==> src/rtl/connect_backoff_blocker_core_defines.svh <==
`ifndef CONNECT_BACKOFF_BLOCKER_CORE_DEFINES_SVH
`define CONNECT_BACKOFF_BLOCKER_CORE_DEFINES_SVH

// Property that must hold at every rising edge outside reset.
`define CBB_ASSERT(lbl, clk, rstn, prop, msg) \
  lbl: assert property (@(posedge clk) disable iff (!rstn) prop) else $error(msg);

// Condition that must never be seen outside reset.
`define CBB_ASSERT_NEVER(lbl, clk, rstn, cond, msg) \
  `CBB_ASSERT(lbl, clk, rstn, !(cond), msg)

`endif

==> src/rtl/cbb_pkg.sv <==
package cbb_pkg;

  localparam int DEF_MAX_EXPONENT = 10;
  localparam int DEF_COUNT_BITS   = 16;
  localparam int TABLE_TOP        = 16;

  localparam int BASE_W   = 20;
  localparam int FACTOR_W = 19;
  localparam int PROD_W   = BASE_W + FACTOR_W;
  localparam int MAG_W    = 16;
  localparam int TICK_W   = 28;
  localparam int EXP_W    = 5;

  localparam logic [BASE_W-1:0] BASE_TICKS_RESET = 20'd1000;

  // jitter divide by 5 runs one byte a step
  localparam int DIV_STEPS = 5;
  localparam int DIV_CNT_W = $clog2(DIV_STEPS);

  typedef enum logic [2:0] {
    ACT_TICK    = 3'd0,
    ACT_SUCCESS = 3'd1,
    ACT_FAILURE = 3'd2,
    ACT_OFFLINE = 3'd3,
    ACT_ONLINE  = 3'd4
  } action_e;

  typedef struct packed {
    logic [2:0]  action;
    logic [15:0] random_sample;
  } cbb_in_t;

  typedef struct packed {
    logic        blocked;
    logic [15:0] fail_count;
    logic        ignored;
    logic [27:0] backoff_loaded;
  } cbb_out_t;

  typedef struct packed {
    logic capture;
    logic bump;
    logic mul_base;
    logic mul_lo;
    logic mul_hi;
    logic div_step;
    logic apply;
  } cbb_cmd_t;

  typedef struct packed {
    logic start_fail;
  } cbb_status_t;

  // round(1.6^e * 256)
  function automatic logic [FACTOR_W-1:0] factor_q8(input logic [EXP_W-1:0] e);
    logic [FACTOR_W-1:0] f;
    case (e)
      5'd0:    f = 19'd256;
      5'd1:    f = 19'd410;
      5'd2:    f = 19'd655;
      5'd3:    f = 19'd1049;
      5'd4:    f = 19'd1678;
      5'd5:    f = 19'd2684;
      5'd6:    f = 19'd4295;
      5'd7:    f = 19'd6872;
      5'd8:    f = 19'd10995;
      5'd9:    f = 19'd17592;
      5'd10:   f = 19'd28147;
      5'd11:   f = 19'd45036;
      5'd12:   f = 19'd72058;
      5'd13:   f = 19'd115292;
      5'd14:   f = 19'd184467;
      5'd15:   f = 19'd295148;
      default: f = 19'd472237;
    endcase
    return f;
  endfunction

endpackage

==> src/rtl/cbb_ctrl.sv <==
`include "connect_backoff_blocker_core_defines.svh"

module cbb_ctrl import cbb_pkg::*; (
  input  logic        clk_i,
  input  logic        rst_ni,
  input  logic        in_valid_i,
  output logic        in_ready_o,
  output logic        out_valid_o,
  input  logic        out_ready_i,
  input  cbb_status_t status_i,
  output cbb_cmd_t    cmd_o
);

  typedef enum logic [2:0] {
    S_IDLE,
    S_EVAL,
    S_MUL_BASE,
    S_MUL_LO,
    S_MUL_HI,
    S_DIV,
    S_FINISH
  } state_e;

  state_e               state_q, state_d;
  logic [DIV_CNT_W-1:0] step_q, step_d;
  logic                 out_valid_q, out_valid_d;
  logic                 out_free;

  assign out_free    = !out_valid_q || out_ready_i;
  assign in_ready_o  = (state_q == S_IDLE);
  assign out_valid_o = out_valid_q;

  always_comb begin
    state_d = state_q;
    step_d  = step_q;
    cmd_o   = '0;
    cmd_o.capture = in_valid_i && in_ready_o;
    case (state_q)
      S_IDLE: begin
        if (in_valid_i) begin
          state_d = S_EVAL;
        end
      end
      S_EVAL: begin
        if (status_i.start_fail) begin
          cmd_o.bump = 1'b1;
          state_d    = S_MUL_BASE;
        end else if (out_free) begin
          cmd_o.apply = 1'b1;
          state_d     = S_IDLE;
        end
      end
      S_MUL_BASE: begin
        cmd_o.mul_base = 1'b1;
        state_d        = S_MUL_LO;
      end
      S_MUL_LO: begin
        cmd_o.mul_lo = 1'b1;
        state_d      = S_MUL_HI;
      end
      S_MUL_HI: begin
        cmd_o.mul_hi = 1'b1;
        step_d       = '0;
        state_d      = S_DIV;
      end
      S_DIV: begin
        cmd_o.div_step = 1'b1;
        step_d         = step_q + 1'b1;
        if (step_q == DIV_CNT_W'(DIV_STEPS - 1)) begin
          state_d = S_FINISH;
        end
      end
      S_FINISH: begin
        if (out_free) begin
          cmd_o.apply = 1'b1;
          state_d     = S_IDLE;
        end
      end
      default: begin
        state_d = S_IDLE;
      end
    endcase
  end

  always_comb begin
    if (cmd_o.apply) begin
      out_valid_d = 1'b1;
    end else if (out_ready_i) begin
      out_valid_d = 1'b0;
    end else begin
      out_valid_d = out_valid_q;
    end
  end

  always_ff @(posedge clk_i or negedge rst_ni) begin
    if (!rst_ni) begin
      state_q     <= S_IDLE;
      step_q      <= '0;
      out_valid_q <= 1'b0;
    end else begin
      state_q     <= state_d;
      step_q      <= step_d;
      out_valid_q <= out_valid_d;
    end
  end

  `CBB_ASSERT(a_apply_slot_free, clk_i, rst_ni, cmd_o.apply |-> out_free, "result overwrites a pending transfer")
  `CBB_ASSERT(a_one_item, clk_i, rst_ni, (in_valid_i && in_ready_o) |=> !in_ready_o, "second item taken while busy")
  `CBB_ASSERT(a_finish_after_div, clk_i, rst_ni, (state_q == S_FINISH) |-> ($past(state_q) == S_DIV || $past(state_q) == S_FINISH), "finish reached without divide")

endmodule

==> src/rtl/cbb_datapath.sv <==
`include "connect_backoff_blocker_core_defines.svh"

module cbb_datapath import cbb_pkg::*; #(
  parameter int MAX_EXPONENT = DEF_MAX_EXPONENT,
  parameter int COUNT_BITS   = DEF_COUNT_BITS
) (
  input  logic              clk_i,
  input  logic              rst_ni,
  input  logic              cfg_we_i,
  input  logic [BASE_W-1:0] cfg_wdata_i,
  input  cbb_in_t           in_data_i,
  input  cbb_cmd_t          cmd_i,
  output cbb_status_t       status_o,
  output cbb_out_t          out_data_o
);

  localparam int EXP_LIMIT = (MAX_EXPONENT < TABLE_TOP) ? MAX_EXPONENT : TABLE_TOP;
  localparam int LO_W      = 20 + MAG_W;
  localparam int HI_W      = (PROD_W - 20) + MAG_W;
  localparam int ACC_W     = PROD_W + MAG_W;
  localparam int DV_W      = ACC_W - 15;
  localparam int TOT_W     = DV_W + 1;
  localparam int RECIP_W   = 25;

  // state and config
  logic [BASE_W-1:0]     base_q;
  logic [COUNT_BITS-1:0] fail_q, fail_d;
  logic [TICK_W-1:0]     rem_q, rem_d;
  logic                  active_q, active_d;
  logic                  offline_q, offline_d;

  // working registers
  logic [2:0]        action_q;
  logic [15:0]       sample_q;
  logic [PROD_W-1:0] prod_q;
  logic [LO_W-1:0]   lo_q;
  logic [DV_W-1:0]   dv_q, dv_d;
  logic [2:0]        rdiv_q, rdiv_d;
  cbb_out_t          out_q, out_d;

  logic                blocked;
  logic                up;
  logic [MAG_W-1:0]    mag;
  logic [31:0]         count_ext;
  logic [EXP_W-1:0]    expo;
  logic [PROD_W-1:0]   prod_d;
  logic [LO_W-1:0]     lo_d;
  logic [HI_W-1:0]     hi_prod;
  logic [ACC_W-1:0]    acc;
  logic [10:0]         div_val;
  logic [RECIP_W-1:0]  recip;
  logic [7:0]          qdig;
  logic [10:0]         rem_full;
  logic [TOT_W-1:0]    total;
  logic [TOT_W-1:0]    rounded;
  logic [TOT_W-9:0]    ticks_wide;
  logic [TICK_W-1:0]   ticks;
  logic [TICK_W-1:0]   rem_dec;
  logic                ign;
  logic [TICK_W-1:0]   loaded;

  assign blocked             = active_q || offline_q;
  assign status_o.start_fail = (action_q == ACT_FAILURE) && !blocked;
  assign out_data_o          = out_q;

  // exponent and base product
  assign count_ext = 32'(fail_q);
  assign expo      = (count_ext > 32'(EXP_LIMIT)) ? EXP_W'(EXP_LIMIT) : count_ext[EXP_W-1:0];
  assign prod_d    = PROD_W'(base_q) * PROD_W'(factor_q8(expo));

  // jitter magnitude and direction
  assign up  = sample_q[15];
  assign mag = up ? {1'b0, sample_q[14:0]} : (16'h8000 - sample_q);

  // prod * mag in two partial products, then drop the 2^15 part of /163840
  assign lo_d    = LO_W'(prod_q[19:0]) * LO_W'(mag);
  assign hi_prod = HI_W'(prod_q[PROD_W-1:20]) * HI_W'(mag);
  assign acc     = ACC_W'(lo_q) + (ACC_W'(hi_prod) << 20);

  // divide by 5, one byte per step; 13108/65536 is exact for values below 1280
  assign div_val  = {rdiv_q, dv_q[DV_W-1:DV_W-8]};
  assign recip    = RECIP_W'(div_val) * RECIP_W'(14'd13108);
  assign qdig     = recip[23:16];
  assign rem_full = div_val - (11'(qdig) * 11'd5);

  always_comb begin
    dv_d   = dv_q;
    rdiv_d = rdiv_q;
    if (cmd_i.mul_hi) begin
      dv_d   = acc[ACC_W-1:15];
      rdiv_d = '0;
    end else if (cmd_i.div_step) begin
      dv_d   = {dv_q[DV_W-9:0], qdig};
      rdiv_d = rem_full[2:0];
    end
  end

  // add or subtract jitter, round half up, clamp
  assign total      = up ? (TOT_W'(prod_q) + TOT_W'(dv_q)) : (TOT_W'(prod_q) - TOT_W'(dv_q));
  assign rounded    = total + TOT_W'(128);
  assign ticks_wide = rounded[TOT_W-1:8];
  always_comb begin
    if (ticks_wide == '0) begin
      ticks = TICK_W'(1);
    end else if (|ticks_wide[TOT_W-9:TICK_W]) begin
      ticks = '1;
    end else begin
      ticks = ticks_wide[TICK_W-1:0];
    end
  end

  assign rem_dec = (rem_q != '0) ? (rem_q - 1'b1) : '0;

  always_comb begin
    fail_d    = fail_q;
    rem_d     = rem_q;
    active_d  = active_q;
    offline_d = offline_q;
    ign       = 1'b0;
    loaded    = '0;
    if (cmd_i.bump && (fail_q != '1)) begin
      fail_d = fail_q + 1'b1;
    end
    if (cmd_i.apply) begin
      case (action_q)
        ACT_TICK: begin
          if (active_q) begin
            rem_d = rem_dec;
            if (rem_dec == '0) begin
              active_d = 1'b0;
            end
          end
        end
        ACT_SUCCESS: begin
          if (blocked) begin
            ign = 1'b1;
          end else begin
            fail_d = '0;
          end
        end
        ACT_FAILURE: begin
          if (blocked) begin
            ign = 1'b1;
          end else begin
            rem_d    = ticks;
            active_d = 1'b1;
            loaded   = ticks;
          end
        end
        ACT_OFFLINE: begin
          active_d  = 1'b0;
          rem_d     = '0;
          offline_d = 1'b1;
        end
        ACT_ONLINE: begin
          active_d  = 1'b0;
          rem_d     = '0;
          offline_d = 1'b0;
          fail_d    = '0;
        end
        default: begin
        end
      endcase
    end
  end

  always_comb begin
    out_d.blocked        = active_d || offline_d;
    out_d.fail_count     = 16'(32'(fail_d));
    out_d.ignored        = ign;
    out_d.backoff_loaded = loaded;
  end

  always_ff @(posedge clk_i or negedge rst_ni) begin
    if (!rst_ni) begin
      base_q    <= BASE_TICKS_RESET;
      fail_q    <= '0;
      rem_q     <= '0;
      active_q  <= 1'b0;
      offline_q <= 1'b0;
    end else begin
      if (cfg_we_i) begin
        base_q <= cfg_wdata_i;
      end
      fail_q    <= fail_d;
      rem_q     <= rem_d;
      active_q  <= active_d;
      offline_q <= offline_d;
    end
  end

  always_ff @(posedge clk_i) begin
    if (cmd_i.capture) begin
      action_q <= in_data_i.action;
      sample_q <= in_data_i.random_sample;
    end
    if (cmd_i.mul_base) begin
      prod_q <= prod_d;
    end
    if (cmd_i.mul_lo) begin
      lo_q <= lo_d;
    end
    dv_q   <= dv_d;
    rdiv_q <= rdiv_d;
    if (cmd_i.apply) begin
      out_q <= out_d;
    end
  end

  `CBB_ASSERT(a_active_has_ticks, clk_i, rst_ni, active_q == (rem_q != '0), "countdown flag and remaining ticks disagree")
  `CBB_ASSERT_NEVER(a_hold_exclusive, clk_i, rst_ni, active_q && offline_q, "countdown running during offline hold")
  `CBB_ASSERT(a_load_nonzero, clk_i, rst_ni, (cmd_i.apply && status_o.start_fail) |=> (out_q.backoff_loaded != '0), "failure loaded zero ticks")

endmodule

==> src/rtl/connect_backoff_blocker_core.sv <==
// Connection retry blocker with exponential backoff and jitter.
// Input channel (in_valid_i/in_ready_o, in_data_i) takes one event per
// transfer: tick, success, failure, offline or online, with a 16-bit random
// sample for jitter. Output channel (out_valid_o/out_ready_i, out_data_o)
// returns one result per event: blocked, fail count, ignored flag and the
// backoff loaded by a failure.
// The user must write base_ticks through cfg_we_i/cfg_wdata_i only while
// the block is idle; the block itself does not enforce this. Items are
// handled one at a time. An event that loads no backoff has its result
// registered in the evaluate step; the next event is taken once back in idle.
// A failure that loads a backoff runs an evaluate step, three multiply
// steps (base times factor, then the jitter product in two partial
// products), five byte steps of the divide by five and a finish step.
// The output register frees the core: the next event is taken while a result
// waits, but that event is not finished until the waiting result is taken,
// and receiver stall then delays it.
// Reset clears the fail count, countdown and offline hold, sets base_ticks
// to 1000 and empties the output register.
module connect_backoff_blocker_core import cbb_pkg::*; #(
  parameter int MAX_EXPONENT = DEF_MAX_EXPONENT,
  parameter int COUNT_BITS   = DEF_COUNT_BITS
) (
  input  logic              clk_i,
  input  logic              rst_ni,
  input  logic              cfg_we_i,
  input  logic [BASE_W-1:0] cfg_wdata_i,
  input  logic              in_valid_i,
  output logic              in_ready_o,
  input  cbb_in_t           in_data_i,
  output logic              out_valid_o,
  input  logic              out_ready_i,
  output cbb_out_t          out_data_o
);

  cbb_cmd_t    cmd;
  cbb_status_t status;

  cbb_ctrl u_ctrl (
    .clk_i       (clk_i),
    .rst_ni      (rst_ni),
    .in_valid_i  (in_valid_i),
    .in_ready_o  (in_ready_o),
    .out_valid_o (out_valid_o),
    .out_ready_i (out_ready_i),
    .status_i    (status),
    .cmd_o       (cmd)
  );

  cbb_datapath #(
    .MAX_EXPONENT (MAX_EXPONENT),
    .COUNT_BITS   (COUNT_BITS)
  ) u_datapath (
    .clk_i       (clk_i),
    .rst_ni      (rst_ni),
    .cfg_we_i    (cfg_we_i),
    .cfg_wdata_i (cfg_wdata_i),
    .in_data_i   (in_data_i),
    .cmd_i       (cmd),
    .status_o    (status),
    .out_data_o  (out_data_o)
  );

endmodule

==> config.mk <==
export PLATFORM = sky130hd
export DESIGN_NAME = connect_backoff_blocker_core
export DESIGN_NICKNAME = d
export VERILOG_FILES = /design/src/rtl/cbb_pkg.sv /design/src/rtl/cbb_ctrl.sv /design/src/rtl/cbb_datapath.sv /design/src/rtl/connect_backoff_blocker_core.sv
export VERILOG_INCLUDE_DIRS = /design/src /design/src/rtl
export SDC_FILE = /design/constraint.sdc
export NUM_CORES = 2
export LEC_CHECK = 0
export BUFFER_PORTS_ARGS = -buffer_cell sky130_fd_sc_hd__buf_2
export CELL_PAD_IN_SITES_DETAIL_PLACEMENT = 0
export CELL_PAD_IN_SITES_GLOBAL_PLACEMENT = 1
export CORE_MARGIN = 3
export CORE_UTILIZATION = 30
export CTS_BUF_LIST = sky130_fd_sc_hd__clkbuf_16
export DETAILED_ROUTE_END_ITERATION = 10
export GPL_ROUTABILITY_DRIVEN = 0
export MAX_ROUTING_LAYER = met4
export PLACE_DENSITY = 0.55
export SYNTH_ARGS = -nofsm -noshare
export SYNTH_HDL_FRONTEND = slang
export SYNTH_SLANG_ARGS = --single-unit
==> constraint.sdc <==
create_clock -name clk_i -period 14.6 [get_ports clk_i]
set_input_delay 1.46 -clock clk_i [delete_from_list [all_inputs] [get_ports clk_i]]
set_output_delay 1.46 -clock clk_i [all_outputs]
set_load 0.01 [all_outputs]
==> run metrics <==
Hold Crit Endpoint u_datapath.rem_q[21]; Slew HR 18.6%; DIE WIDTH 411 um; Register-to-Register Setup Slack 4.42 ns; number of synthesized flops with an enable pin 165; Yosys top cell by area fa_1; setup bufs post-CTS 0; Reg clk slew, reported paths 0.06 ns; largest family of logic cells by synthesized area adder cells; cts-stage hold buffer count 0; share of layout cells above drive strength 1 6.37%; CTS buffer count 35; Rows 147; cells after synthesis 5485; Post-layout nets 6871; Hold Violations, Final 0; initial antenna violation count 7; total iterations of the first detailed-routing run 5; I/O Buffers 91; Setup TNS Final 0 ns; Syn Std Cell Area 49200 um^2; CP max FO 25; largest net degree at the start of global routing 65; Synth Area in XOR/XNOR 4.22%; final wirelength 149000 um; Worst setup SP type flip-flop; mean post-synth cell area 8.96 um^2; most numerous cell in the Yosys netlist inv_1; CTS tree done; status finished, final reports clean; die area 169000 um^2; R2R depth 28; CP most frequent cell fa_1; ys async rst share 30.3%; max cap viols 0; Final period util 69.7%; via count 36934; placed cell area 52600 um^2; clock sinks 241; Synth Warn # 0; Peak Freq 98.2 MHz; Resized Gates After CTS 0; Via-to-Cell Ratio 4.78; synth top area cells fa_1, ha_1, edfxtp_1; Setup Skew 0.0452 ns; WP data required 14.94 ns; Compound-Gate Fraction of Synth Area 8.22%; Worst setup EP type flip-flop; post-route ant nets 0; Synth Area in Adders 45.5%; vias in the first global route 39192; post-synthesis sequential area ratio 13.9%; post-detail-place hpwl 116000 um; DRT iter0 DRCs 1965; Main synth FF type edfxtp_1; fin area 53700 um^2; HP Start u_datapath.rem_q[21]; Die Ht 411 um; post-synth top area share 33.5%; clk buf depth 3; CP max-delay cell xnor2_2; #FFs+latches synth 241; CP Class reg -> reg; Area Overhead vs Synth 9.23%; Root Buffer clkbuf_16; Yosys cell types 96; Finish-stage setup viols 0; Synth Area in Simple Gates 17.5%; slowest stage delay, CP 0.77 ns; Final Critical Period 10.18 ns; Worst Max-Slew Pin Slew 1.22 ns; core area 162000 um^2; Clock H-tree levels 2; Total GRT Usage 18.6%; first-pass GRT wire length 235000 um; terminus of the critical flop-to-flop path u_datapath.dv_q[37]; max-slew violations 0; hold-critical path depth 2; mux cell area share after synthesis 0.741%; Hold Path Class reg -> reg; top post-synthesis cells by count inv_1, fa_1, nand2_1; io pins 92; WL/cell 19.3 um; RR Startpoint u_datapath.sample_q[5]; Residual DRC 0; post-layout util 33.2%; unrepaired setup endpoints after global routing no; GRT overflow 0; worst path arrival time 10.52 ns; Worst-Skew Late Latency 0.61 ns; initial core utilization 30.4%
critical path, delay by kind of cell (launching register included):
kind | cells | cell delay, ns
AOI/OAI and AO/OA | 8 | 1.52
xor gates and xnor gates | 3 | 1.19
adders and majority gates | 7 | 3.46
buffers and inverters | 3 | 0.54
DFF | 1 | 0.49
and+or+nand+nor | 7 | 2.69
area by class of cell:
class,count,area [um^2]
fill,16914,108000
multi-input combinational,4015,37900
clock buffer,36,901
inverter,1059,3980
tap,2160,2700
timing repair buffer,181,1130
clock inverter,28,214
sequential,241,6850
antenna,3,7.51
per-stage QoR:
stage	hold WS, ns	cells	worst slack [ns]
2_1_floorplan	0.449	5543	5.98
3_3_place_gp	0.481	7656	4.67
3_5_place_dp	0.491	7656	4.39
4_1_cts	0.505	7720	4.37
5_1_grt	0.547	7721	3.74
6_report	0.499	7723	4.42
metal layers:
layer	up-vias	share of wire, %	track usage, %
met5	-	0	-
met3	157	4.1	2.33
met2	651	47	30.0
met4	0	2.3	3.89
met1	18835	47	25.1
li1	17291	-	-
logic make-up (layout without fill, tap and decap cells):
| kind of cell | Yosys count | after routing |
|---|---|---|
| and+or+nand+nor | 1773 | 1773 |
| adders and majority gates | 1294 | 1294 |
| buffers and inverters | 1287 | 1304 |
| AOI/OAI and AO/OA | 618 | 618 |
| DFF | 241 | 241 |
| xor gates and xnor gates | 237 | 237 |
| muxes | 33 | 33 |
| other | 2 | 63 |
registers in the layout (all words and copies together), names as in the netlist:
name	count
u_datapath.prod_q	39
u_datapath.rdiv_q	3
u_datapath.base_q	20
u_datapath.rem_q	28
u_datapath.lo_q	21
u_datapath.sample_q	16
u_datapath.dv_q	40
u_datapath.action_q	3
u_datapath.fail_q	16
u_ctrl.step_q	3
u_datapath.offline_q	1
u_datapath.out_data_o	46
u_ctrl.out_valid_o	1
u_datapath.active_q	1
u_ctrl.state_q	3
cell usage in the layout, fill, tap and decap left out, drive strengths merged, types with 15 or more instances in the layout:
cell	instances
inv	1067
fa	823
nand2	809
ha	471
and2	310
nor2	215
buf	181
a21oi	174
edfxtp	165
xnor2	148
o21ai	146
nor3	107
xor2	89
dfrtp	67
a21o	66
conb	60
nor2b	57
nand3	54
clkbuf	36
nor4	35
or3	30
nand4	30
nand2b	29
and3	27
o21a	27
a31oi	27
mux2	27
a211oi	24
o21bai	23
o31ai	20
clkinv	16
or2	15
how the worst max path moves through the flow:
stage / from / to / slack (ns) / cells past startpoint
2_1_floorplan: u_datapath.sample_q[5] / u_datapath.dv_q[38] / 5.98 / 28
3_3_place_gp: u_datapath.sample_q[5] / u_datapath.dv_q[37] / 4.67 / 28
3_5_place_dp: u_datapath.sample_q[5] / u_datapath.dv_q[37] / 4.39 / 28
4_1_cts: u_datapath.sample_q[5] / u_datapath.dv_q[37] / 4.37 / 28
5_1_grt: u_datapath.sample_q[5] / u_datapath.dv_q[39] / 3.74 / 28
6_report: u_datapath.sample_q[5] / u_datapath.dv_q[37] / 4.42 / 28
Power is left out: the tool's default activity adds up to more than one toggle a clock period on the data nets, which glitch-free logic cannot reach.
